## config.mk

```make
export PLATFORM = sky130hd
export DESIGN_NAME = sliding_window_mean_flat
export DESIGN_NICKNAME = d
export VERILOG_FILES = /design/src/rtl/swm_pkg.sv /design/src/rtl/swm_req_if.sv /design/src/rtl/swm_rsp_if.sv /design/src/rtl/sliding_window_mean.sv /design/src/flat_wrapper.sv
export VERILOG_INCLUDE_DIRS = /design/src /design/src/rtl
export SDC_FILE = /design/constraint.sdc
export NUM_CORES = 1
export LEC_CHECK = 0
export BUFFER_PORTS_ARGS = -buffer_cell sky130_fd_sc_hd__buf_4
export CAP_MARGIN = 0
export CORE_MARGIN = 1.5
export CORE_UTILIZATION = 48
export CTS_CLUSTER_DIAMETER = 40
export DETAILED_ROUTE_END_ITERATION = 16
export PLACE_DENSITY = 0.65
export SLEW_MARGIN = 20
export SYNTH_ARGS = -nofsm -noshare
export SYNTH_HDL_FRONTEND = slang
export SYNTH_SLANG_ARGS = --single-unit
```

## constraint.sdc

```tcl
create_clock -name clock -period 7.1 [get_ports clock]
set_input_delay 0.71 -clock clock [delete_from_list [all_inputs] [get_ports clock]]
set_output_delay 0.71 -clock clock [all_outputs]
set_load 0.005 [all_outputs]
```

## src/rtl/sliding_window_mean_assert.svh

```systemverilog
// assertion macros for the sliding window mean block
// expects signals named clock and reset in the scope of each use
`ifndef SLIDING_WINDOW_MEAN_ASSERT_SVH
`define SLIDING_WINDOW_MEAN_ASSERT_SVH

// same-cycle implication, disabled during reset
`define SWM_ASSERT_NOW(label, ante, cons, msg) \
   label: assert property (@(posedge clock) disable iff (reset) (ante) |-> (cons)) \
      else $error(msg);

// next-cycle implication, disabled during reset
`define SWM_ASSERT_NEXT(label, ante, cons, msg) \
   label: assert property (@(posedge clock) disable iff (reset) (ante) |=> (cons)) \
      else $error(msg);

`endif

```

## src/rtl/swm_pkg.sv

```systemverilog
// shared constants and types for the sliding window mean block
// no dependencies
package swm_pkg;

   // payload widths fixed by the beat format
   localparam int SAMPLE_W   = 16;
   localparam int HELD_W     = 5;

   // default window depth
   localparam int WINDOW_DEF = 16;

   // sequencer states
   typedef enum logic [2:0] {
      ST_IDLE,
      ST_UPDATE,
      ST_LOAD,
      ST_DIV,
      ST_FINISH
   } swm_state_type;

endpackage

```

## src/rtl/swm_req_if.sv

```systemverilog
// request channel carrying one signed sample per beat
// depends on swm_pkg
interface swm_req_if
   import swm_pkg::*;
   ();
   logic                       valid;
   logic                       ready;
   logic signed [SAMPLE_W-1:0] sample;

   modport source (output valid, output sample, input ready);
   modport sink   (input valid, input sample, output ready);
endinterface

```

## src/rtl/swm_rsp_if.sv

```systemverilog
// response channel carrying the window mean and sample count per beat
// depends on swm_pkg
interface swm_rsp_if
   import swm_pkg::*;
   ();
   logic                       valid;
   logic                       ready;
   logic signed [SAMPLE_W-1:0] mean;
   logic        [HELD_W-1:0]   held;

   modport source (output valid, output mean, output held, input ready);
   modport sink   (input valid, input mean, input held, output ready);
endinterface

```

## src/rtl/sliding_window_mean.sv

```systemverilog
// a request beat is taken only while idle; it then passes update, load, divide
// steps and finish, where its result is registered (SUM_W = 16 + clog2(WINDOW))
// a new sample is taken only after the last one has left finish, and the
// restoring divider retires one quotient bit per cycle
// reset: synchronous, clears window fill, write slot, running sum and the sequencer;
// the sample ring itself is not cleared and is read only after it was written
module sliding_window_mean
   import swm_pkg::*;
#(
   parameter int WINDOW = WINDOW_DEF
) (
   input  logic      clock,
   input  logic      reset,
   swm_req_if.sink   req_chan,
   swm_rsp_if.source rsp_chan
);

   localparam int SUM_W  = SAMPLE_W + $clog2(WINDOW);
   localparam int CNT_W  = $clog2(WINDOW + 1);
   localparam int SLOT_W = $clog2(WINDOW);
   localparam int STEP_W = $clog2(SUM_W);

   // control registers
   swm_state_type state_ff, state_in;
   logic [SLOT_W-1:0]       slot_ff, slot_in;
   logic [CNT_W-1:0]        fill_ff, fill_in;
   logic signed [SUM_W-1:0] sum_ff, sum_in;
   logic [STEP_W-1:0]       step_ff, step_in;
   logic                    rsp_valid_ff, rsp_valid_in;

   // payload registers
   logic signed [SAMPLE_W-1:0] sample_ff, sample_in;
   logic [SUM_W-1:0]           quo_ff, quo_in;
   logic [CNT_W-1:0]           rem_ff, rem_in;
   logic                       neg_ff, neg_in;
   logic signed [SAMPLE_W-1:0] mean_ff, mean_in;
   logic [HELD_W-1:0]          held_ff, held_in;

   // sample ring
   logic signed [SAMPLE_W-1:0] store_mem [WINDOW];
   logic signed [SAMPLE_W-1:0] old_ff;
   logic                       store_we;

   // datapath helpers
   logic                 req_beat;
   logic                 full;
   logic [SUM_W-1:0]     old_ext;
   logic [SUM_W-1:0]     new_ext;
   logic [CNT_W:0]       trial;
   logic [CNT_W:0]       divisor;
   logic                 fits;
   logic [SAMPLE_W-1:0]  quo_lo;

   assign req_chan.ready = (state_ff == ST_IDLE);
   assign req_beat       = req_chan.valid && req_chan.ready;
   assign full           = (fill_ff == CNT_W'(WINDOW));

   assign old_ext = full ? {{(SUM_W-SAMPLE_W){old_ff[SAMPLE_W-1]}}, old_ff} : '0;
   assign new_ext = {{(SUM_W-SAMPLE_W){sample_ff[SAMPLE_W-1]}}, sample_ff};

   // one restoring divider step
   assign trial   = {rem_ff, quo_ff[SUM_W-1]};
   assign divisor = {1'b0, fill_ff};
   assign fits    = (trial >= divisor);
   assign quo_lo  = quo_ff[SAMPLE_W-1:0];

   assign store_we = (state_ff == ST_UPDATE);

   // sequencer and datapath next values
   always_comb begin
      state_in     = state_ff;
      slot_in      = slot_ff;
      fill_in      = fill_ff;
      sum_in       = sum_ff;
      step_in      = step_ff;
      rsp_valid_in = rsp_valid_ff;
      sample_in    = sample_ff;
      quo_in       = quo_ff;
      rem_in       = rem_ff;
      neg_in       = neg_ff;
      mean_in      = mean_ff;
      held_in      = held_ff;

      // response beat taken
      if (rsp_valid_ff && rsp_chan.ready) begin
         rsp_valid_in = 1'b0;
      end

      case (state_ff)
         ST_IDLE: begin
            if (req_beat) begin
               sample_in = req_chan.sample;
               state_in  = ST_UPDATE;
            end
         end
         ST_UPDATE: begin
            // drop the overwritten sample once full, then add the new one
            sum_in  = $signed(SUM_W'($unsigned(sum_ff) - old_ext + new_ext));
            slot_in = (slot_ff == SLOT_W'(WINDOW - 1)) ? '0 : slot_ff + 1'b1;
            if (!full) begin
               fill_in = fill_ff + 1'b1;
            end
            state_in = ST_LOAD;
         end
         ST_LOAD: begin
            // divide the magnitude, fix the sign at the end
            neg_in   = sum_ff[SUM_W-1];
            quo_in   = sum_ff[SUM_W-1] ? SUM_W'(-$unsigned(sum_ff)) : $unsigned(sum_ff);
            rem_in   = '0;
            step_in  = STEP_W'(SUM_W - 1);
            state_in = ST_DIV;
         end
         ST_DIV: begin
            rem_in = fits ? CNT_W'(trial - divisor) : trial[CNT_W-1:0];
            quo_in = {quo_ff[SUM_W-2:0], fits};
            if (step_ff == '0) begin
               state_in = ST_FINISH;
            end else begin
               step_in = step_ff - 1'b1;
            end
         end
         ST_FINISH: begin
            // wait for the output register to free up
            if (!rsp_valid_ff || rsp_chan.ready) begin
               mean_in      = neg_ff ? $signed(-quo_lo) : $signed(quo_lo);
               held_in      = HELD_W'(fill_ff);
               rsp_valid_in = 1'b1;
               state_in     = ST_IDLE;
            end
         end
         default: begin
            state_in = ST_IDLE;
         end
      endcase
   end

   // control state
   always_ff @(posedge clock) begin
      if (reset) begin
         state_ff     <= ST_IDLE;
         slot_ff      <= '0;
         fill_ff      <= '0;
         sum_ff       <= '0;
         step_ff      <= '0;
         rsp_valid_ff <= 1'b0;
      end else begin
         state_ff     <= state_in;
         slot_ff      <= slot_in;
         fill_ff      <= fill_in;
         sum_ff       <= sum_in;
         step_ff      <= step_in;
         rsp_valid_ff <= rsp_valid_in;
      end
   end

   // payload
   always_ff @(posedge clock) begin
      sample_ff <= sample_in;
      quo_ff    <= quo_in;
      rem_ff    <= rem_in;
      neg_ff    <= neg_in;
      mean_ff   <= mean_in;
      held_ff   <= held_in;
   end

   // ring write and registered read of the slot about to be overwritten
   always_ff @(posedge clock) begin
      if (store_we) begin
         store_mem[slot_ff] <= sample_ff;
      end
      old_ff <= store_mem[slot_ff];
   end

   assign rsp_chan.valid = rsp_valid_ff;
   assign rsp_chan.mean  = mean_ff;
   assign rsp_chan.held  = held_ff;

   // checks
   `include "sliding_window_mean_assert.svh"

   `SWM_ASSERT_NEXT(a_beat_starts_update, req_beat, state_ff == ST_UPDATE, "request beat did not start an update")
   `SWM_ASSERT_NOW(a_fill_bounded, 1'b1, fill_ff <= CNT_W'(WINDOW), "fill count above window depth")
   `SWM_ASSERT_NOW(a_rsp_nonempty, rsp_valid_ff, fill_ff != '0, "response with an empty window")
   `SWM_ASSERT_NEXT(a_div_ends, (state_ff == ST_DIV) && (step_ff == '0), state_ff == ST_FINISH, "divider did not finish on its last step")

endmodule
```

## src/flat_wrapper.sv

```systemverilog
// flat-port wrapper written by rule: the top's interface ports become plain ports
module sliding_window_mean_flat import swm_pkg::*;
#(
   parameter int WINDOW = WINDOW_DEF
)
  (clock, reset, req_chan_valid, req_chan_sample, req_chan_ready, rsp_chan_valid, rsp_chan_mean, rsp_chan_held, rsp_chan_ready);
  swm_req_if req_chan_i ();
  swm_rsp_if rsp_chan_i ();
  input  logic clock;
  input  logic reset;
  input wire logic [$bits(req_chan_i.valid)-1:0] req_chan_valid;
  input wire logic [$bits(req_chan_i.sample)-1:0] req_chan_sample;
  output wire logic [$bits(req_chan_i.ready)-1:0] req_chan_ready;
  output wire logic [$bits(rsp_chan_i.valid)-1:0] rsp_chan_valid;
  output wire logic [$bits(rsp_chan_i.mean)-1:0] rsp_chan_mean;
  output wire logic [$bits(rsp_chan_i.held)-1:0] rsp_chan_held;
  input wire logic [$bits(rsp_chan_i.ready)-1:0] rsp_chan_ready;
  assign req_chan_i.valid = req_chan_valid;
  assign req_chan_i.sample = req_chan_sample;
  assign req_chan_ready = req_chan_i.ready;
  assign rsp_chan_valid = rsp_chan_i.valid;
  assign rsp_chan_mean = rsp_chan_i.mean;
  assign rsp_chan_held = rsp_chan_i.held;
  assign rsp_chan_i.ready = rsp_chan_ready;
  sliding_window_mean #(.WINDOW(WINDOW)) u_core (.clock(clock), .reset(reset), .req_chan(req_chan_i), .rsp_chan(rsp_chan_i));
endmodule
```

==> flow_summary.html, run 1 <==
<table>
<tr><th>Metric</th><th>Value</th></tr>
<tr><th colspan="2">Timing</th></tr>
<tr><td>Setup_tns</td><td>0 ns</td></tr>
<tr><td>Peak clock frequency supported by timing</td><td>0.246 GHz</td></tr>
<tr><td>Final clock period utilization by the worst path</td><td>0.574</td></tr>
<tr><td>Final Setup Violations</td><td>0</td></tr>
<tr><td>Pin slew with the least headroom to its limit</td><td>0.996 ns</td></tr>
<tr><td>Clock period minus final worst setup slack</td><td>4.07 ns</td></tr>
<tr><td>Largest clock skew in the final design</td><td>0.0426 ns</td></tr>
<tr><td>Slew Viols, Final</td><td>0</td></tr>
<tr><td>Unrepaired setup endpoints after global routing</td><td>false</td></tr>
<tr><td>Number of hold violations in the final report</td><td>0</td></tr>
<tr><td>Headroom to the max-slew limit</td><td>0.336</td></tr>
<tr><th colspan="2">Setup path</th></tr>
<tr><td>Largest delay contributor family on the critical path</td><td>compound AO/OA/AOI/OAI gates</td></tr>
<tr><td>CP max stage cell</td><td>sky130_fd_sc_hd__a2111oi_0</td></tr>
<tr><td>Required @ worst endpoint</td><td>7.54 ns</td></tr>
<tr><td>Arrival @ worst endpoint</td><td>4.51 ns</td></tr>
<tr><td>Number of buffer and inverter instances along the worst setup path</td><td>2</td></tr>
<tr><td>Classification of the worst setup path</td><td>register to register</td></tr>
<tr><td>Worst path cell trace</td><td>inv_1 &gt; ha_1 &gt; and4_1 &gt; and2_1 &gt; fa_1 &gt; inv_1 &gt; fa_1 &gt; a211o_1 &gt; a21o_1 &gt; a21o_1 &gt; a2111oi_0 &gt; xnor2_1 &gt; a22o_1</td></tr>
<tr><td>Launching element type of the critical path</td><td>register</td></tr>
<tr><td>Longest individual stage delay on the worst path</td><td>0.51 ns</td></tr>
<tr><td>Register-to-register setup slack</td><td>3.03 ns</td></tr>
<tr><td>Endpoint class of the critical path</td><td>register</td></tr>
<tr><td>Largest fanout of any net on the critical path</td><td>19</td></tr>
<tr><th colspan="2">Logic synthesis</th></tr>
<tr><td>Most common flop cell mapped by yosys</td><td>sky130_fd_sc_hd__edfxtp_1</td></tr>
<tr><td>Fraction of synthesized area in multiplexers</td><td>0.113</td></tr>
<tr><td>Count of flip-flops with a built-in enable after synthesis</td><td>319</td></tr>
<tr><td>Post-Syn Nets</td><td>1148</td></tr>
<tr><td>Simple-gate share of the synthesized area</td><td>0.0652</td></tr>
<tr><td>Post-Synthesis Mean Instance Area</td><td>15.3 um^2</td></tr>
<tr><td>Proportion of synthesized chip area in sequential cells</td><td>0.649</td></tr>
<tr><td>FF+latch count, synth</td><td>373</td></tr>
<tr><td>Synth cell types</td><td>57</td></tr>
<tr><td>Compound-Gate Fraction of Synth Area</td><td>0.0587</td></tr>
<tr><td>Fraction of registers with async set/reset</td><td>0</td></tr>
<tr><td>Total of warnings raised by yosys</td><td>0</td></tr>
<tr><td>XOR/XNOR share of the synthesized area</td><td>0.0288</td></tr>
<tr><td>Post-Synth Adder-Cell Area</td><td>0.0518</td></tr>
<tr><td>Main combinational cell family by area after synthesis</td><td>multiplexers</td></tr>
<tr><td>Cell area after synthesis</td><td>16400 um^2</td></tr>
<tr><td>Number of cells produced by synthesis</td><td>1072</td></tr>
<tr><th colspan="2">Drt</th></tr>
<tr><td>Final routed wire length divided by cell count</td><td>20.0 um</td></tr>
<tr><td>Routed WL</td><td>32.6 mm</td></tr>
<tr><td>Via count</td><td>8986</td></tr>
<tr><td>DRC violations left</td><td>0</td></tr>
<tr><td>Count of routing violations after the opening detailed-route iteration</td><td>580</td></tr>
<tr><td>Initial DRT Pass Iterations</td><td>4</td></tr>
<tr><td>Detail Route Antenna Nets</td><td>0</td></tr>
<tr><td>Routed via count divided by cell count</td><td>5.52</td></tr>
<tr><th colspan="2">Floorplan</th></tr>
<tr><td>Die Outline Area</td><td>35300 um^2</td></tr>
<tr><td>Floorplan die height</td><td>188 um</td></tr>
<tr><td>Initial Utilization</td><td>0.488</td></tr>
<tr><td>Num ports</td><td>43</td></tr>
<tr><td>Die width</td><td>188 um</td></tr>
<tr><td>Number of rows in the core area</td><td>67</td></tr>
<tr><td>Core ar.</td><td>33600 um^2</td></tr>
<tr><th colspan="2">Clocking</th></tr>
<tr><td>Root Buffer</td><td>sky130_fd_sc_hd__clkbuf_16</td></tr>
<tr><td>TritonCTS clock tree</td><td>built</td></tr>
<tr><td>Source-to-sink clock delay at the later pin of the worst-skew pair</td><td>0.58 ns</td></tr>
<tr><td>Count of clock tree sinks</td><td>373</td></tr>
<tr><td># H-tree levels</td><td>2</td></tr>
<tr><td>Number of buffers inserted for hold repair after clock tree synthesis</td><td>0</td></tr>
<tr><td>Number of buffers inserted to repair setup after CTS</td><td>0</td></tr>
<tr><td>Number of buffers created by CTS</td><td>51</td></tr>
<tr><td>Clock slew seen by the registers of the worst setup and hold paths</td><td>0.06 ns</td></tr>
<tr><td>Post-cts resize count</td><td>0</td></tr>
<tr><td>Longest Clk Path Bufs</td><td>3</td></tr>
<tr><th colspan="2">Placement</th></tr>
<tr><td>Number of I/O port buffers</td><td>42</td></tr>
<tr><td>Half-perimeter wire length of the detailed placement result</td><td>20.4 mm</td></tr>
<tr><td>Number of placed instances, taps included</td><td>1533</td></tr>
<tr><td>RD Place Congestion</td><td>0.823</td></tr>
<tr><th colspan="2">Finish</th></tr>
<tr><td>Antenna Diode Count</td><td>0</td></tr>
<tr><td>Layout cells sized above 1</td><td>0.219</td></tr>
<tr><td>Number of standard cells in the final layout excluding fillers</td><td>1628</td></tr>
<tr><td>Area Overhead vs Synth</td><td>15.5%</td></tr>
<tr><td>Final nets</td><td>1214</td></tr>
<tr><td>Fill count</td><td>2610</td></tr>
<tr><th colspan="2">GRT</th></tr>
<tr><td>Pin count of the biggest net entering global routing</td><td>69</td></tr>
<tr><td>Initial antenna violation count</td><td>0</td></tr>
<tr><td>Total overflow reported by the global router</td><td>0</td></tr>
<tr><td>Vias in the first global route</td><td>9024</td></tr>
<tr><td>Combined global-route utilization of all metal layers</td><td>0.191</td></tr>
<tr><td>Global-route wire length before repair</td><td>51.6 mm</td></tr>
<tr><th colspan="2">Power</th></tr>
<tr><td>Switching Share</td><td>0.277</td></tr>
<tr><td>Part of the power in registers</td><td>0.434</td></tr>
<tr><td>Total power per unit cell area</td><td>325 nW/um^2</td></tr>
<tr><td>Internal power summed over all cells</td><td>0.00445 W</td></tr>
<tr><td>Leakage Power</td><td>6.53 nW</td></tr>
<tr><td>Share of power burned in the clock network</td><td>0.385</td></tr>
<tr><td>Net switching component of the power</td><td>0.00171 W</td></tr>
<tr><td>Combinational fraction of design power</td><td>0.181</td></tr>
<tr><td>VDD IR max</td><td>0.265 mV</td></tr>
<tr><th colspan="2">Status</th></tr>
<tr><td>Result of the run</td><td>finished, final reports clean</td></tr>
<tr><th colspan="2">Hold path</th></tr>
<tr><td>Kind of path behind the tightest hold check</td><td>input port to register</td></tr>
<tr><th colspan="2">Run</th></tr>
<tr><td>Maxcap violations</td><td>0</td></tr>
</table>
[placed cells by master, fill, tap and decap left out, types with 5 or more instances in the layout]
cell type and instances:
sky130_fd_sc_hd__mux4_2 80, sky130_fd_sc_hd__a22o_1 5, sky130_fd_sc_hd__a21oi_1 28, sky130_fd_sc_hd__nor2_1 41
sky130_fd_sc_hd__or4_1 5, sky130_fd_sc_hd__clkinv_1 8, sky130_fd_sc_hd__buf_4 66, sky130_fd_sc_hd__a211oi_1 10
sky130_fd_sc_hd__nor2b_1 5, sky130_fd_sc_hd__inv_6 7, sky130_fd_sc_hd__xnor2_1 42, sky130_fd_sc_hd__clkbuf_16 52
sky130_fd_sc_hd__nand4_1 9, sky130_fd_sc_hd__inv_1 91, sky130_fd_sc_hd__fa_1 20, sky130_fd_sc_hd__o21ai_0 35
sky130_fd_sc_hd__a21o_1 15, sky130_fd_sc_hd__clkinv_4 5, sky130_fd_sc_hd__dfxtp_1 52, sky130_fd_sc_hd__clkinv_2 5
sky130_fd_sc_hd__nand2_1 65, sky130_fd_sc_hd__nor3_1 15, sky130_fd_sc_hd__o31ai_1 10, sky130_fd_sc_hd__xor2_1 12
sky130_fd_sc_hd__nand2b_1 5, sky130_fd_sc_hd__nor2_2 12, sky130_fd_sc_hd__nand3_1 14, sky130_fd_sc_hd__clkbuf_1 9
sky130_fd_sc_hd__and2_1 18, sky130_fd_sc_hd__edfxtp_1 319, sky130_fd_sc_hd__a31oi_1 7, sky130_fd_sc_hd__ha_1 36
[per-stage QoR]
step                area, um^2  worst slack, ns  hold slack, ns  utilization  total power, W
finish                   19000             3.03           0.302        0.564         0.00616
global route             19000             2.70           0.278        0.564         0.00646
detailed placement       17300             3.03           0.447        0.516         0.00384
CTS                      19000             3.01           0.275        0.564         0.00622
floorplan                16400             3.42           0.422            -         0.00357
global placement         17300             3.13           0.448        0.516         0.00382
[power groups by stage]
| stage | sequential (W) | clock, W | combinational, W |
|---|---|---|---|
| finish | 0.00268 | 0.00237 | 0.00111 |
| global route | 0.00270 | 0.00251 | 0.00125 |
| CTS | 0.00268 | 0.00242 | 0.00112 |
| detailed placement | 0.00272 | 0 | 0.00112 |
| global placement | 0.00272 | 0 | 0.00110 |
| floorplan | 0.00265 | 0 | 0.000913 |
[worst reg2reg max path: cells and delay by family, from the launching register on]
kind,cells,cell delay (ns)
simple gates,2,0.70
buf+inv,2,0.17
fa+ha+maj,3,1.14
compound gates,5,1.43
xor+xnor,1,0.11
flops,1,0.43
[sequential cells by signal (all words and copies together) (netlist names)]
register / count
u_core.sum_ff: 20
u_core.neg_ff: 1
u_core.step_ff: 5
u_core.rem_ff: 5
u_core.slot_ff: 4
u_core.store_mem: 256
u_core.sample_ff: 16
u_core.fill_ff: 5
u_core.rsp_chan.valid: 1
u_core.rsp_chan.mean: 16
u_core.rsp_chan.held: 5
u_core.old_ff: 16
u_core.state_ff: 3
u_core.quo_ff: 20
[metal layers]
metal	GRT usage	up-vias	part of all wire
li1	-	4172	-
met1	0.260	4523	0.44
met2	0.310	224	0.48
met3	0.0359	67	0.055
met4	0.0646	0	0.026
met5	0	-	0
[kinds of logic (layout without fill, tap and decap cells)]
group | Yosys count | in the layout
multiplexers | 85 | 85
flip-flops | 373 | 373
AND/OR/NAND/NOR | 218 | 218
buffers and inverters | 144 | 252
XOR/XNOR | 54 | 54
adder cells (fa/ha/maj) | 56 | 56
AO/OA/AOI/OAI | 142 | 142
[path summary, 6_finish.rpt]
kind              cells after the start                           start                                 to
hold reg to reg                       0  u_core.fill_ff[3]$_SDFFE_PP0P_  u_core.rsp_chan.held[3]$_DFFE_PP_
hold / removal                        1              req_chan_sample[9]      u_core.sample_ff[9]$_DFFE_PP_
setup / recovery                     13  u_core.fill_ff[1]$_SDFFE_PP0P_     u_core.sum_ff[18]$_SDFFE_PP0P_
setup reg to reg                     13  u_core.fill_ff[1]$_SDFFE_PP0P_     u_core.sum_ff[18]$_SDFFE_PP0P_
[Yosys cell counts, types with 12 or more instances]
cell                       count  share of area
sky130_fd_sc_hd__xor2_1       12         0.0064
sky130_fd_sc_hd__nand3_1      14         0.0043
sky130_fd_sc_hd__a21o_1       15         0.0069
sky130_fd_sc_hd__mux4_2       80           0.11
sky130_fd_sc_hd__edfxtp_1    319           0.58
sky130_fd_sc_hd__dfxtp_1      54          0.066
sky130_fd_sc_hd__fa_1         20          0.024
sky130_fd_sc_hd__nor3_1       19         0.0058
sky130_fd_sc_hd__o21ai_0      35          0.011
sky130_fd_sc_hd__nor2_1       53          0.012
sky130_fd_sc_hd__nand2_1      65          0.015
sky130_fd_sc_hd__inv_1        91          0.021
sky130_fd_sc_hd__xnor2_1      42          0.022
sky130_fd_sc_hd__and2_1       19         0.0072
sky130_fd_sc_hd__ha_1         36          0.027
sky130_fd_sc_hd__clkbuf_1     41         0.0094
sky130_fd_sc_hd__a21oi_1      28         0.0085
[final cells by class]
cell class,instances,area [um^2],share of cell area
timing repair buffer,66,495,0.0261
clock inverter,33,278,0.0147
multi-input combinational,555,5270,0.278
inverter,91,342,0.0180
sequential,373,10700,0.563
tap,448,561,0.0296
clock buffer,62,1350,0.0711
Note: power is estimated with default switching activity, not from simulation.
==> run 2: changes to the inputs <==
--- a/config.mk
+++ b/config.mk
@@ -6,6 +6,7 @@
 export SDC_FILE = /design/constraint.sdc
 export NUM_CORES = 1
 export LEC_CHECK = 0
+export ABC_AREA = 1
 export BUFFER_PORTS_ARGS = -buffer_cell sky130_fd_sc_hd__buf_4
 export CAP_MARGIN = 0
 export CORE_MARGIN = 1.5
==> constraint.sdc (replaced) <==
create_clock -name clock -period 4.3 [get_ports clock]
set_input_delay 0.43 -clock clock [delete_from_list [all_inputs] [get_ports clock]]
set_output_delay 0.43 -clock clock [all_outputs]
set_load 0.005 [all_outputs]
==> flow_summary.html, run 2 <==
<table>
<tr><th>Metric</th><th>Value</th></tr>
<tr><th colspan="2">Floorplan</th></tr>
<tr><td>Floorplan die height</td><td>191 um (+1.6%)</td></tr>
<tr><td>Initial Utilization</td><td>0.490 (+0.00123)</td></tr>
<tr><td>Core ar.</td><td>34600 um^2 (+3.0%)</td></tr>
<tr><td>Die Outline Area</td><td>36500 um^2 (+3.2%)</td></tr>
<tr><td>Num ports</td><td>43 (unchanged)</td></tr>
<tr><td>Number of rows in the core area</td><td>68 (+1.5%)</td></tr>
<tr><td>Die width</td><td>191 um (+1.6%)</td></tr>
<tr><th colspan="2">Timing</th></tr>
<tr><td>Headroom to the max-slew limit</td><td>0.320 (-0.0156)</td></tr>
<tr><td>Final clock period utilization by the worst path</td><td>0.761 (+0.187)</td></tr>
<tr><td>Setup_tns</td><td>0 ns (unchanged)</td></tr>
<tr><td>Slew Viols, Final</td><td>0 (unchanged)</td></tr>
<tr><td>Clock period minus final worst setup slack</td><td>3.27 ns (-0.803 ns)</td></tr>
<tr><td>Unrepaired setup endpoints after global routing</td><td>false</td></tr>
<tr><td>Peak clock frequency supported by timing</td><td>0.306 GHz (+25%)</td></tr>
<tr><td>Final Setup Violations</td><td>0 (unchanged)</td></tr>
<tr><td>Largest clock skew in the final design</td><td>0.0394 ns (-0.00323 ns)</td></tr>
<tr><td>Number of hold violations in the final report</td><td>0 (unchanged)</td></tr>
<tr><td>Pin slew with the least headroom to its limit</td><td>1.02 ns (+0.0223 ns)</td></tr>
<tr><td>Final worst slack</td><td>1.03 ns (-2.00 ns)</td></tr>
<tr><th colspan="2">Finish</th></tr>
<tr><td>Area Overhead vs Synth</td><td>16.5%</td></tr>
<tr><td>Most frequent cells in the layout</td><td>sky130_fd_sc_hd__edfxtp_1 (319), sky130_fd_sc_hd__nand2_1 (247), sky130_fd_sc_hd__nor2_1 (208), sky130_fd_sc_hd__inv_1 (180), sky130_fd_sc_hd__o21ai_0 (158)</td></tr>
<tr><td>Final nets</td><td>1744 (+44%)</td></tr>
<tr><td>Register with the most flip-flops</td><td>u_core.store_mem</td></tr>
<tr><td>Number of flip-flops in the largest register</td><td>256 (unchanged)</td></tr>
<tr><td>Fill count</td><td>2915 (+12%)</td></tr>
<tr><td>Commonest non-fill, non-tap cell in the layout</td><td>sky130_fd_sc_hd__edfxtp_1</td></tr>
<tr><td>Layout cells sized above 1</td><td>0.122 (-0.0979)</td></tr>
<tr><td>Biggest registers after layout</td><td>u_core.store_mem (256), u_core.quo_ff (20), u_core.sum_ff (20)</td></tr>
<tr><td>Number of standard cells in the final layout excluding fillers</td><td>2166 (+33%)</td></tr>
<tr><td>Antenna Diode Count</td><td>0 (unchanged)</td></tr>
<tr><th colspan="2">Hold path</th></tr>
<tr><td>Kind of path behind the tightest hold check</td><td>input port to register</td></tr>
<tr><td>Cell depth of the worst min-delay path</td><td>1 (unchanged)</td></tr>
<tr><td>Hold path start</td><td>req_chan_sample[14]</td></tr>
<tr><th colspan="2">Drt</th></tr>
<tr><td>Final routed wire length divided by cell count</td><td>18.3 um (-8.7%)</td></tr>
<tr><td>Detail Route Antenna Nets</td><td>0 (unchanged)</td></tr>
<tr><td>Via count</td><td>11600 (+29%)</td></tr>
<tr><td>Routed WL</td><td>39.5 mm (+21%)</td></tr>
<tr><td>Count of routing violations after the opening detailed-route iteration</td><td>907 (+56%)</td></tr>
<tr><td>Routed via count divided by cell count</td><td>5.34 (-3.2%)</td></tr>
<tr><td>Initial DRT Pass Iterations</td><td>6 (+2)</td></tr>
<tr><td>DRC violations left</td><td>0 (unchanged)</td></tr>
<tr><th colspan="2">Power</th></tr>
<tr><td>Internal power summed over all cells</td><td>0.00933 W (+110%)</td></tr>
<tr><td>Net switching component of the power</td><td>0.00544 W (+220%)</td></tr>
<tr><td>Switching Share</td><td>0.368 (+0.0910)</td></tr>
<tr><td>Combinational fraction of design power</td><td>0.344 (+0.163)</td></tr>
<tr><td>Total power per unit cell area</td><td>748 nW/um^2 (+130%)</td></tr>
<tr><td>Part of the power in registers</td><td>0.346 (-0.088)</td></tr>
<tr><td>Leakage Power</td><td>7.64 nW (+17%)</td></tr>
<tr><td>Share of power burned in the clock network</td><td>0.310 (-0.075)</td></tr>
<tr><td>VDD IR max</td><td>0.380 mV (+44%)</td></tr>
<tr><th colspan="2">Logic synthesis</th></tr>
<tr><td>Top cells by area, synth</td><td>sky130_fd_sc_hd__edfxtp_1 (57%), sky130_fd_sc_hd__dfxtp_1 (6.4%), sky130_fd_sc_hd__nand2_1 (5.5%)</td></tr>
<tr><td>Post-Syn Nets</td><td>1683 (+47%)</td></tr>
<tr><td>Cell area after synthesis</td><td>17000 um^2 (+3.3%)</td></tr>
<tr><td>Synth cell types</td><td>44 (-23%)</td></tr>
<tr><td>Proportion of synthesized chip area in sequential cells</td><td>0.629 (-0.0206)</td></tr>
<tr><td>Leading area contributor after synthesis</td><td>sky130_fd_sc_hd__edfxtp_1</td></tr>
<tr><td>Most common library cells after synthesis</td><td>sky130_fd_sc_hd__edfxtp_1 (319), sky130_fd_sc_hd__nand2_1 (247), sky130_fd_sc_hd__nor2_1 (226)</td></tr>
<tr><td>FF+latch count, synth</td><td>373 (unchanged)</td></tr>
<tr><td>Total of warnings raised by yosys</td><td>0 (unchanged)</td></tr>
<tr><td>Share of Yosys cell area claimed by the top area cell type</td><td>0.565 (-0.0185)</td></tr>
<tr><td>Most common cell in the netlist</td><td>sky130_fd_sc_hd__edfxtp_1</td></tr>
<tr><td>Post-Synthesis Mean Instance Area</td><td>10.5 um^2 (-31%)</td></tr>
<tr><td>Count of flip-flops with a built-in enable after synthesis</td><td>319 (unchanged)</td></tr>
<tr><td>Number of cells produced by synthesis</td><td>1607 (+50%)</td></tr>
<tr><td>Fraction of registers with async set/reset</td><td>0 (unchanged)</td></tr>
<tr><td>Most common flop cell mapped by yosys</td><td>sky130_fd_sc_hd__edfxtp_1</td></tr>
<tr><th colspan="2">Placement</th></tr>
<tr><td>Number of I/O port buffers</td><td>42 (unchanged)</td></tr>
<tr><td>Worst-case setup slack after placement</td><td>1.02 ns (-2.01 ns)</td></tr>
<tr><td>RD Place Congestion</td><td>0.876 (+6.4%)</td></tr>
<tr><td>Half-perimeter wire length of the detailed placement result</td><td>25.1 mm (+23%)</td></tr>
<tr><td>Number of placed instances, taps included</td><td>2070 (+35%)</td></tr>
<tr><th colspan="2">GRT</th></tr>
<tr><td>Pin count of the biggest net entering global routing</td><td>103 (+49%)</td></tr>
<tr><td>Vias in the first global route</td><td>11400 (+26%)</td></tr>
<tr><td>Combined global-route utilization of all metal layers</td><td>0.223 (+0.0323)</td></tr>
<tr><td>Initial antenna violation count</td><td>0 (unchanged)</td></tr>
<tr><td>Met3 track utilization from global routing</td><td>0.0316 (-0.00436)</td></tr>
<tr><td>Busiest metal layer after global routing</td><td>met2</td></tr>
<tr><td>Global routing met2 resource utilization</td><td>0.389 (+0.0790)</td></tr>
<tr><td>Total overflow reported by the global router</td><td>0 (unchanged)</td></tr>
<tr><td>GR Layer Usage met1</td><td>0.289 (+0.0292)</td></tr>
<tr><td>Global-route wire length before repair</td><td>62.4 mm (+21%)</td></tr>
<tr><th colspan="2">Setup path</th></tr>
<tr><td>Endpoint class of the critical path</td><td>register</td></tr>
<tr><td>Arrival @ worst endpoint</td><td>3.72 ns (-0.79 ns)</td></tr>
<tr><td>Cell depth of the worst flop-to-flop path</td><td>18 (+5)</td></tr>
<tr><td>Classification of the worst setup path</td><td>register to register</td></tr>
<tr><td>Largest fanout of any net on the critical path</td><td>17 (-2)</td></tr>
<tr><td>Launching element type of the critical path</td><td>register</td></tr>
<tr><td>CP Launch Point</td><td>u_core.fill_ff[1]$_SDFFE_PP0P_</td></tr>
<tr><td>Required @ worst endpoint</td><td>4.75 ns (-2.79 ns)</td></tr>
<tr><td>Startpoint of the most critical register-to-register path</td><td>u_core.fill_ff[1]$_SDFFE_PP0P_</td></tr>
<tr><th colspan="2">Clocking</th></tr>
<tr><td># H-tree levels</td><td>2 (unchanged)</td></tr>
<tr><td>Number of buffers inserted to repair setup after CTS</td><td>0 (unchanged)</td></tr>
<tr><td>Count of clock tree sinks</td><td>373 (unchanged)</td></tr>
<tr><td>Clock slew seen by the registers of the worst setup and hold paths</td><td>0.06 ns (about the same)</td></tr>
<tr><td>TritonCTS clock tree</td><td>built</td></tr>
<tr><td>Number of buffers inserted for hold repair after clock tree synthesis</td><td>0 (unchanged)</td></tr>
<tr><td>Root Buffer</td><td>sky130_fd_sc_hd__clkbuf_16</td></tr>
<tr><td>Post-cts resize count</td><td>0 (unchanged)</td></tr>
<tr><td>Number of buffers created by CTS</td><td>51 (unchanged)</td></tr>
<tr><td>Source-to-sink clock delay at the later pin of the worst-skew pair</td><td>0.58 ns (about the same)</td></tr>
<tr><td>Longest Clk Path Bufs</td><td>3 (unchanged)</td></tr>
<tr><th colspan="2">Run</th></tr>
<tr><td>Maxcap violations</td><td>0 (unchanged)</td></tr>
<tr><th colspan="2">Status</th></tr>
<tr><td>Result of the run</td><td>finished, final reports clean</td></tr>
</table>
[run 2: changes by cell type in the layout (fill, tap and decap cells not counted), sizes merged, moves of 42 or more]
cell / delta
nor2: +180
o22ai: +62
inv: +90
nand3: +42
mux4: -80
o21ai: +137
nand2: +186
[run 2: kinds of logic (layout without fill, tap and decap cells)]
logic type	count (synthesis)	in the layout	share of synthesized area
DFF	373	373	0.629
adders and majority gates	56	56	0.0502
xor gates and xnor gates	37	37	0.0191
and+or+nand+nor	584	584	0.146
buffers and inverters	254	358	0.0599
AOI/OAI and AO/OA	303	303	0.0957
[run 2: per-layer routing]
layer,routed length (um),up-vias
met4,795,0
met5,0,-
li1,-,5618
met2,19500,340
met1,16900,5556
met3,2390,61
[run 2: through the flow]
step	total power (W)	util	cell area [um^2]	hold slack, ns
global route	0.0158	0.570	19700	0.00623
detailed placement	0.0102	0.515	17800	0.442
finish	0.0148	0.570	19700	0.0201
global placement	0.0101	0.515	17800	0.441
CTS	0.0148	0.570	19700	0.00236
floorplan	0.00888	-	17000	0.403
[run 2: power by group through the flow]
stage	Combinational [W]	Clock [W]	Sequential [W]
2_1_floorplan	0.00387	0	0.00501
3_3_place_gp	0.00495	0	0.00516
3_5_place_dp	0.00504	0	0.00517
4_1_cts	0.00508	0.00464	0.00511
5_1_grt	0.00579	0.00479	0.00517
6_report	0.00508	0.00458	0.00511
[run 2: worst paths after layout]
kind / endpoint / slack, ns
worst max-delay path: u_core.sum_ff[19]$_SDFFE_PP0P_ / 1.03
worst min-delay path: u_core.sample_ff[14]$_DFFE_PP_ / 0.02
worst max register to register: u_core.sum_ff[19]$_SDFFE_PP0P_ / 1.03
worst min register to register: u_core.rsp_chan.mean[0]$_DFFE_PP_ / 0.45
[run 2: cell type report]
type / count / area [um^2] / share of cell area
Inverter: 189 / 716 / 0.0363
Tap cell: 455 / 569 / 0.0288
Clock buffer: 64 / 1410 / 0.0714
Timing Repair Buffer: 73 / 548 / 0.0278
Multi-Input combinational cell: 980 / 5330 / 0.270
Sequential cell: 373 / 10700 / 0.540
Clock inverter: 32 / 509 / 0.0258
[run 2: critical path: stages (launching register included)]
cell and delay, ns:
sky130_fd_sc_hd__dfxtp_1 0.44, sky130_fd_sc_hd__inv_1 0.12, sky130_fd_sc_hd__ha_1 0.20, sky130_fd_sc_hd__nand4_2 0.33, sky130_fd_sc_hd__inv_1 0.08, sky130_fd_sc_hd__nand2_1 0.09
sky130_fd_sc_hd__inv_1 0.11, sky130_fd_sc_hd__fa_1 0.50, sky130_fd_sc_hd__inv_1 0.04, sky130_fd_sc_hd__ha_1 0.37, sky130_fd_sc_hd__nand2_1 0.14, sky130_fd_sc_hd__nor2_1 0.18
sky130_fd_sc_hd__inv_1 0.07, sky130_fd_sc_hd__nor2_2 0.10, sky130_fd_sc_hd__nand3_1 0.10, sky130_fd_sc_hd__nand4_1 0.11, sky130_fd_sc_hd__nand3_1 0.07, sky130_fd_sc_hd__nand2_1 0.06
sky130_fd_sc_hd__inv_1 0.04
==> run 3: changes to the inputs <==
--- a/config.mk
+++ b/config.mk
@@ -13,7 +13,7 @@
 export CORE_UTILIZATION = 48
 export CTS_CLUSTER_DIAMETER = 40
 export DETAILED_ROUTE_END_ITERATION = 16
-export PLACE_DENSITY = 0.65
+export PLACE_DENSITY = 0.67
 export SLEW_MARGIN = 20
 export SYNTH_ARGS = -nofsm -noshare
 export SYNTH_HDL_FRONTEND = slang
==> constraint.sdc (replaced) <==
create_clock -name clock -period 2.8 [get_ports clock]
set_input_delay 0.28 -clock clock [delete_from_list [all_inputs] [get_ports clock]]
set_output_delay 0.28 -clock clock [all_outputs]
set_load 0.005 [all_outputs]
==> flow_summary.html, run 3 (synthesis results as in run 2) <==
<table>
<tr><th>Metric</th><th>Value</th></tr>
<tr><th colspan="2">Status</th></tr>
<tr><td>Result of the run</td><td>finished, violations left</td></tr>
<tr><td>Violations in the final reports</td><td>setup timing</td></tr>
<tr><th colspan="2">Timing</th></tr>
<tr><td>Pin slew with the least headroom to its limit</td><td>0.727 ns (-0.292 ns)</td></tr>
<tr><td>Unrepaired setup endpoints after global routing</td><td>true</td></tr>
<tr><td>Largest clock skew in the final design</td><td>0.0390 ns (-0.000380 ns)</td></tr>
<tr><td>Clock period minus final worst setup slack</td><td>2.81 ns (-0.464 ns)</td></tr>
<tr><td>Peak clock frequency supported by timing</td><td>0.356 GHz (+17%)</td></tr>
<tr><td>Number of hold violations in the final report</td><td>0 (unchanged)</td></tr>
<tr><td>Final Setup Violations</td><td>1 (+1)</td></tr>
<tr><td>Final clock period utilization by the worst path</td><td>1.00 (+0.242)</td></tr>
<tr><td>Slew Viols, Final</td><td>0 (unchanged)</td></tr>
<tr><td>Headroom to the max-slew limit</td><td>0.515 (+0.195)</td></tr>
<tr><td>Setup_tns</td><td>-0.00643 ns (-0.00643 ns)</td></tr>
<tr><td>Final worst slack</td><td>-0.00643 ns (-1.04 ns)</td></tr>
<tr><th colspan="2">Floorplan</th></tr>
<tr><td>Initial Utilization</td><td>0.490 (unchanged)</td></tr>
<tr><td>Floorplan die height</td><td>191 um (unchanged)</td></tr>
<tr><td>Number of rows in the core area</td><td>68 (unchanged)</td></tr>
<tr><td>Die Outline Area</td><td>36500 um^2 (unchanged)</td></tr>
<tr><td>Num ports</td><td>43 (unchanged)</td></tr>
<tr><td>Die width</td><td>191 um (unchanged)</td></tr>
<tr><td>Core ar.</td><td>34600 um^2 (unchanged)</td></tr>
<tr><th colspan="2">Placement</th></tr>
<tr><td>Half-perimeter wire length of the detailed placement result</td><td>25.7 mm (+2.1%)</td></tr>
<tr><td>Cell area after placement</td><td>18200 um^2 (+2.2%)</td></tr>
<tr><td>Number of I/O port buffers</td><td>42 (unchanged)</td></tr>
<tr><td>RD Place Congestion</td><td>0.888 (+1.4%)</td></tr>
<tr><th colspan="2">Finish</th></tr>
<tr><td>Area Overhead vs Synth</td><td>22.3%</td></tr>
<tr><td>Register with the most flip-flops</td><td>u_core.store_mem</td></tr>
<tr><td>Layout cells sized above 1</td><td>0.206 (+0.0842)</td></tr>
<tr><td>Post-layout instance area</td><td>20700 um^2 (+5.0%)</td></tr>
<tr><td>Antenna Diode Count</td><td>0 (unchanged)</td></tr>
<tr><td>Number of flip-flops in the largest register</td><td>256 (unchanged)</td></tr>
<tr><td>Biggest registers after layout</td><td>u_core.store_mem (256), u_core.quo_ff (20), u_core.sum_ff (20)</td></tr>
<tr><td>Commonest non-fill, non-tap cell in the layout</td><td>sky130_fd_sc_hd__edfxtp_1</td></tr>
<tr><td>Most frequent cells in the layout</td><td>sky130_fd_sc_hd__edfxtp_1 (319), sky130_fd_sc_hd__nand2_1 (216), sky130_fd_sc_hd__nor2_1 (195), sky130_fd_sc_hd__inv_1 (162), sky130_fd_sc_hd__o21ai_0 (158)</td></tr>
<tr><td>Final nets</td><td>1817 (+4.2%)</td></tr>
<tr><th colspan="2">Setup path</th></tr>
<tr><td>Cell depth of the worst flop-to-flop path</td><td>18 (unchanged)</td></tr>
<tr><td>Worst path cell trace</td><td>inv_2 &gt; ha_4 &gt; nand4_4 &gt; clkbuf_16 &gt; buf_6 &gt; nor2_4 &gt; fa_1 &gt; inv_2 &gt; ha_4 &gt; nand2_4 &gt; nor2_4 &gt; nand2_2 &gt; nand3_4 &gt; nand2_2 &gt; nand3_2 &gt; nand2_1 &gt; nor2_1 &gt; nor2_1</td></tr>
<tr><td>Required @ worst endpoint</td><td>3.23 ns (-1.52 ns)</td></tr>
<tr><td>Cell depth of the worst setup path</td><td>18 (unchanged)</td></tr>
<tr><td>Largest fanout of any net on the critical path</td><td>7 (-10)</td></tr>
<tr><td>Largest delay contributor family on the critical path</td><td>adder cells</td></tr>
<tr><td>Launching element type of the critical path</td><td>register</td></tr>
<tr><td>Endpoint class of the critical path</td><td>register</td></tr>
<tr><td>Longest individual stage delay on the worst path</td><td>0.54 ns (+0.04 ns)</td></tr>
<tr><td>Arrival @ worst endpoint</td><td>3.23 ns (-0.49 ns)</td></tr>
<tr><td>Number of buffer and inverter instances along the worst setup path</td><td>4 (-2)</td></tr>
<tr><td>CP max stage cell</td><td>sky130_fd_sc_hd__fa_1</td></tr>
<tr><td>Classification of the worst setup path</td><td>register to register</td></tr>
<tr><th colspan="2">Clocking</th></tr>
<tr><td>Count of clock tree sinks</td><td>373 (unchanged)</td></tr>
<tr><td>Clock slew seen by the registers of the worst setup and hold paths</td><td>0.05 ns (about the same)</td></tr>
<tr><td>Number of buffers created by CTS</td><td>48 (-5.9%)</td></tr>
<tr><td>Root Buffer</td><td>sky130_fd_sc_hd__clkbuf_16</td></tr>
<tr><td># H-tree levels</td><td>2 (unchanged)</td></tr>
<tr><td>Longest Clk Path Bufs</td><td>3 (unchanged)</td></tr>
<tr><td>TritonCTS clock tree</td><td>built</td></tr>
<tr><td>Source-to-sink clock delay at the later pin of the worst-skew pair</td><td>0.57 ns (about the same)</td></tr>
<tr><th colspan="2">Drt</th></tr>
<tr><td>DRC violations left</td><td>0 (unchanged)</td></tr>
<tr><td>Final routed wire length divided by cell count</td><td>18.4 um (+0.56%)</td></tr>
<tr><td>Count of routing violations after the opening detailed-route iteration</td><td>1069 (+18%)</td></tr>
<tr><td>Routed via count divided by cell count</td><td>5.40 (+1.1%)</td></tr>
<tr><td>Via count</td><td>12100 (+4.3%)</td></tr>
<tr><td>Detail Route Antenna Nets</td><td>0 (unchanged)</td></tr>
<tr><td>Routed WL</td><td>41.0 mm (+3.7%)</td></tr>
<tr><td>Initial DRT Pass Iterations</td><td>7 (+1)</td></tr>
<tr><th colspan="2">GRT</th></tr>
<tr><td>Combined global-route utilization of all metal layers</td><td>0.223 (-0.000251)</td></tr>
<tr><td>Vias in the first global route</td><td>11800 (+3.4%)</td></tr>
<tr><td>Initial antenna violation count</td><td>0 (unchanged)</td></tr>
<tr><td>Pin count of the biggest net entering global routing</td><td>66 (-36%)</td></tr>
<tr><td>Global-route wire length before repair</td><td>62.4 mm (about the same)</td></tr>
<tr><td>Total overflow reported by the global router</td><td>0 (unchanged)</td></tr>
<tr><th colspan="2">Power</th></tr>
<tr><td>Total power per unit cell area</td><td>1160 nW/um^2 (+55%)</td></tr>
<tr><td>Leakage Power</td><td>7.96 nW (+4.3%)</td></tr>
<tr><td>VDD IR max</td><td>0.729 mV (+92%)</td></tr>
<tr><th colspan="2">Hold path</th></tr>
<tr><td>Cell depth of the worst min-delay path</td><td>4 (+3)</td></tr>
<tr><td>Kind of path behind the tightest hold check</td><td>input port to register</td></tr>
<tr><th colspan="2">Run</th></tr>
<tr><td>Maxcap violations</td><td>0 (unchanged)</td></tr>
</table>
==> run 3: path summary, 6_finish.rpt <==
check / startpoint / endpoint / slack, ns
max: u_core.fill_ff[0]$_SDFFE_PP0P_ / u_core.sum_ff[14]$_SDFFE_PP0P_ / -0.006
min: rsp_chan_ready / u_core.rsp_chan.valid$_SDFF_PP0_ / 0.02
max reg2reg: u_core.fill_ff[0]$_SDFFE_PP0P_ / u_core.sum_ff[14]$_SDFFE_PP0P_ / -0.006
min reg2reg: u_core.quo_ff[0]$_DFFE_PP_ / u_core.rsp_chan.mean[0]$_DFFE_PP_ / 0.45
==> run 3: area by class of cell <==
cell class	count	area (um^2)
inverters	189	718
multi-input cells	980	5870
clock buffers	52	1230
clock inverters	36	457
flip-flops and latches	373	10700
repair buffers	149	1220
well taps	455	569
fillers	2726	13900
==> run 3: repair_timing <==
action | 4_1_cts | 5_1_grt
hold buffers | 16 | 0
buffers inserted | 0 | 8
hold endpoints to repair | 16 | 0
pin swaps | 0 | 31
endpoints found under the setup margin | 5 | 16
gates cloned | 0 | 2
gates resized for setup | 7 | 132
==> run 3: worst min-delay path, cell delays in order <==
cell,delay (ns)
sky130_fd_sc_hd__buf_4,0.08
sky130_fd_sc_hd__nor2_1,0.05
sky130_fd_sc_hd__inv_1,0.07
sky130_fd_sc_hd__a21oi_1,0.06
==> run 3: power by group <==
part | total [W] | leakage, nW | internal (W) | switching [W]
Sequential | 0.00773 | 3.34 | 0.00718 | 0.000548
Combinational | 0.00997 | 3.81 | 0.00377 | 0.00620
Clock | 0.00636 | 0.809 | 0.00395 | 0.00241
==> run 3: per-stage QoR <==
stage          cells  hold slack, ns  power [W]   util  worst slack [ns]
2_1_floorplan   1607           0.379     0.0136      -            0.0484
3_3_place_gp    2120           0.438     0.0160  0.526          -0.00116
3_5_place_dp    2120           0.445     0.0162  0.526           -0.0649
4_1_cts         2224         0.00882     0.0227  0.580          -0.00425
5_1_grt         2234          0.0585     0.0256  0.599            -0.129
6_report        2234          0.0230     0.0241  0.599          -0.00643
==> run 3: per-layer routing <==
layer	up-vias	GRT usage	share of wire
met5	-	0	0
met2	438	0.366	0.48
met3	100	0.0433	0.073
met4	0	0.0893	0.034
met1	5763	0.291	0.41
li1	5771	-	-
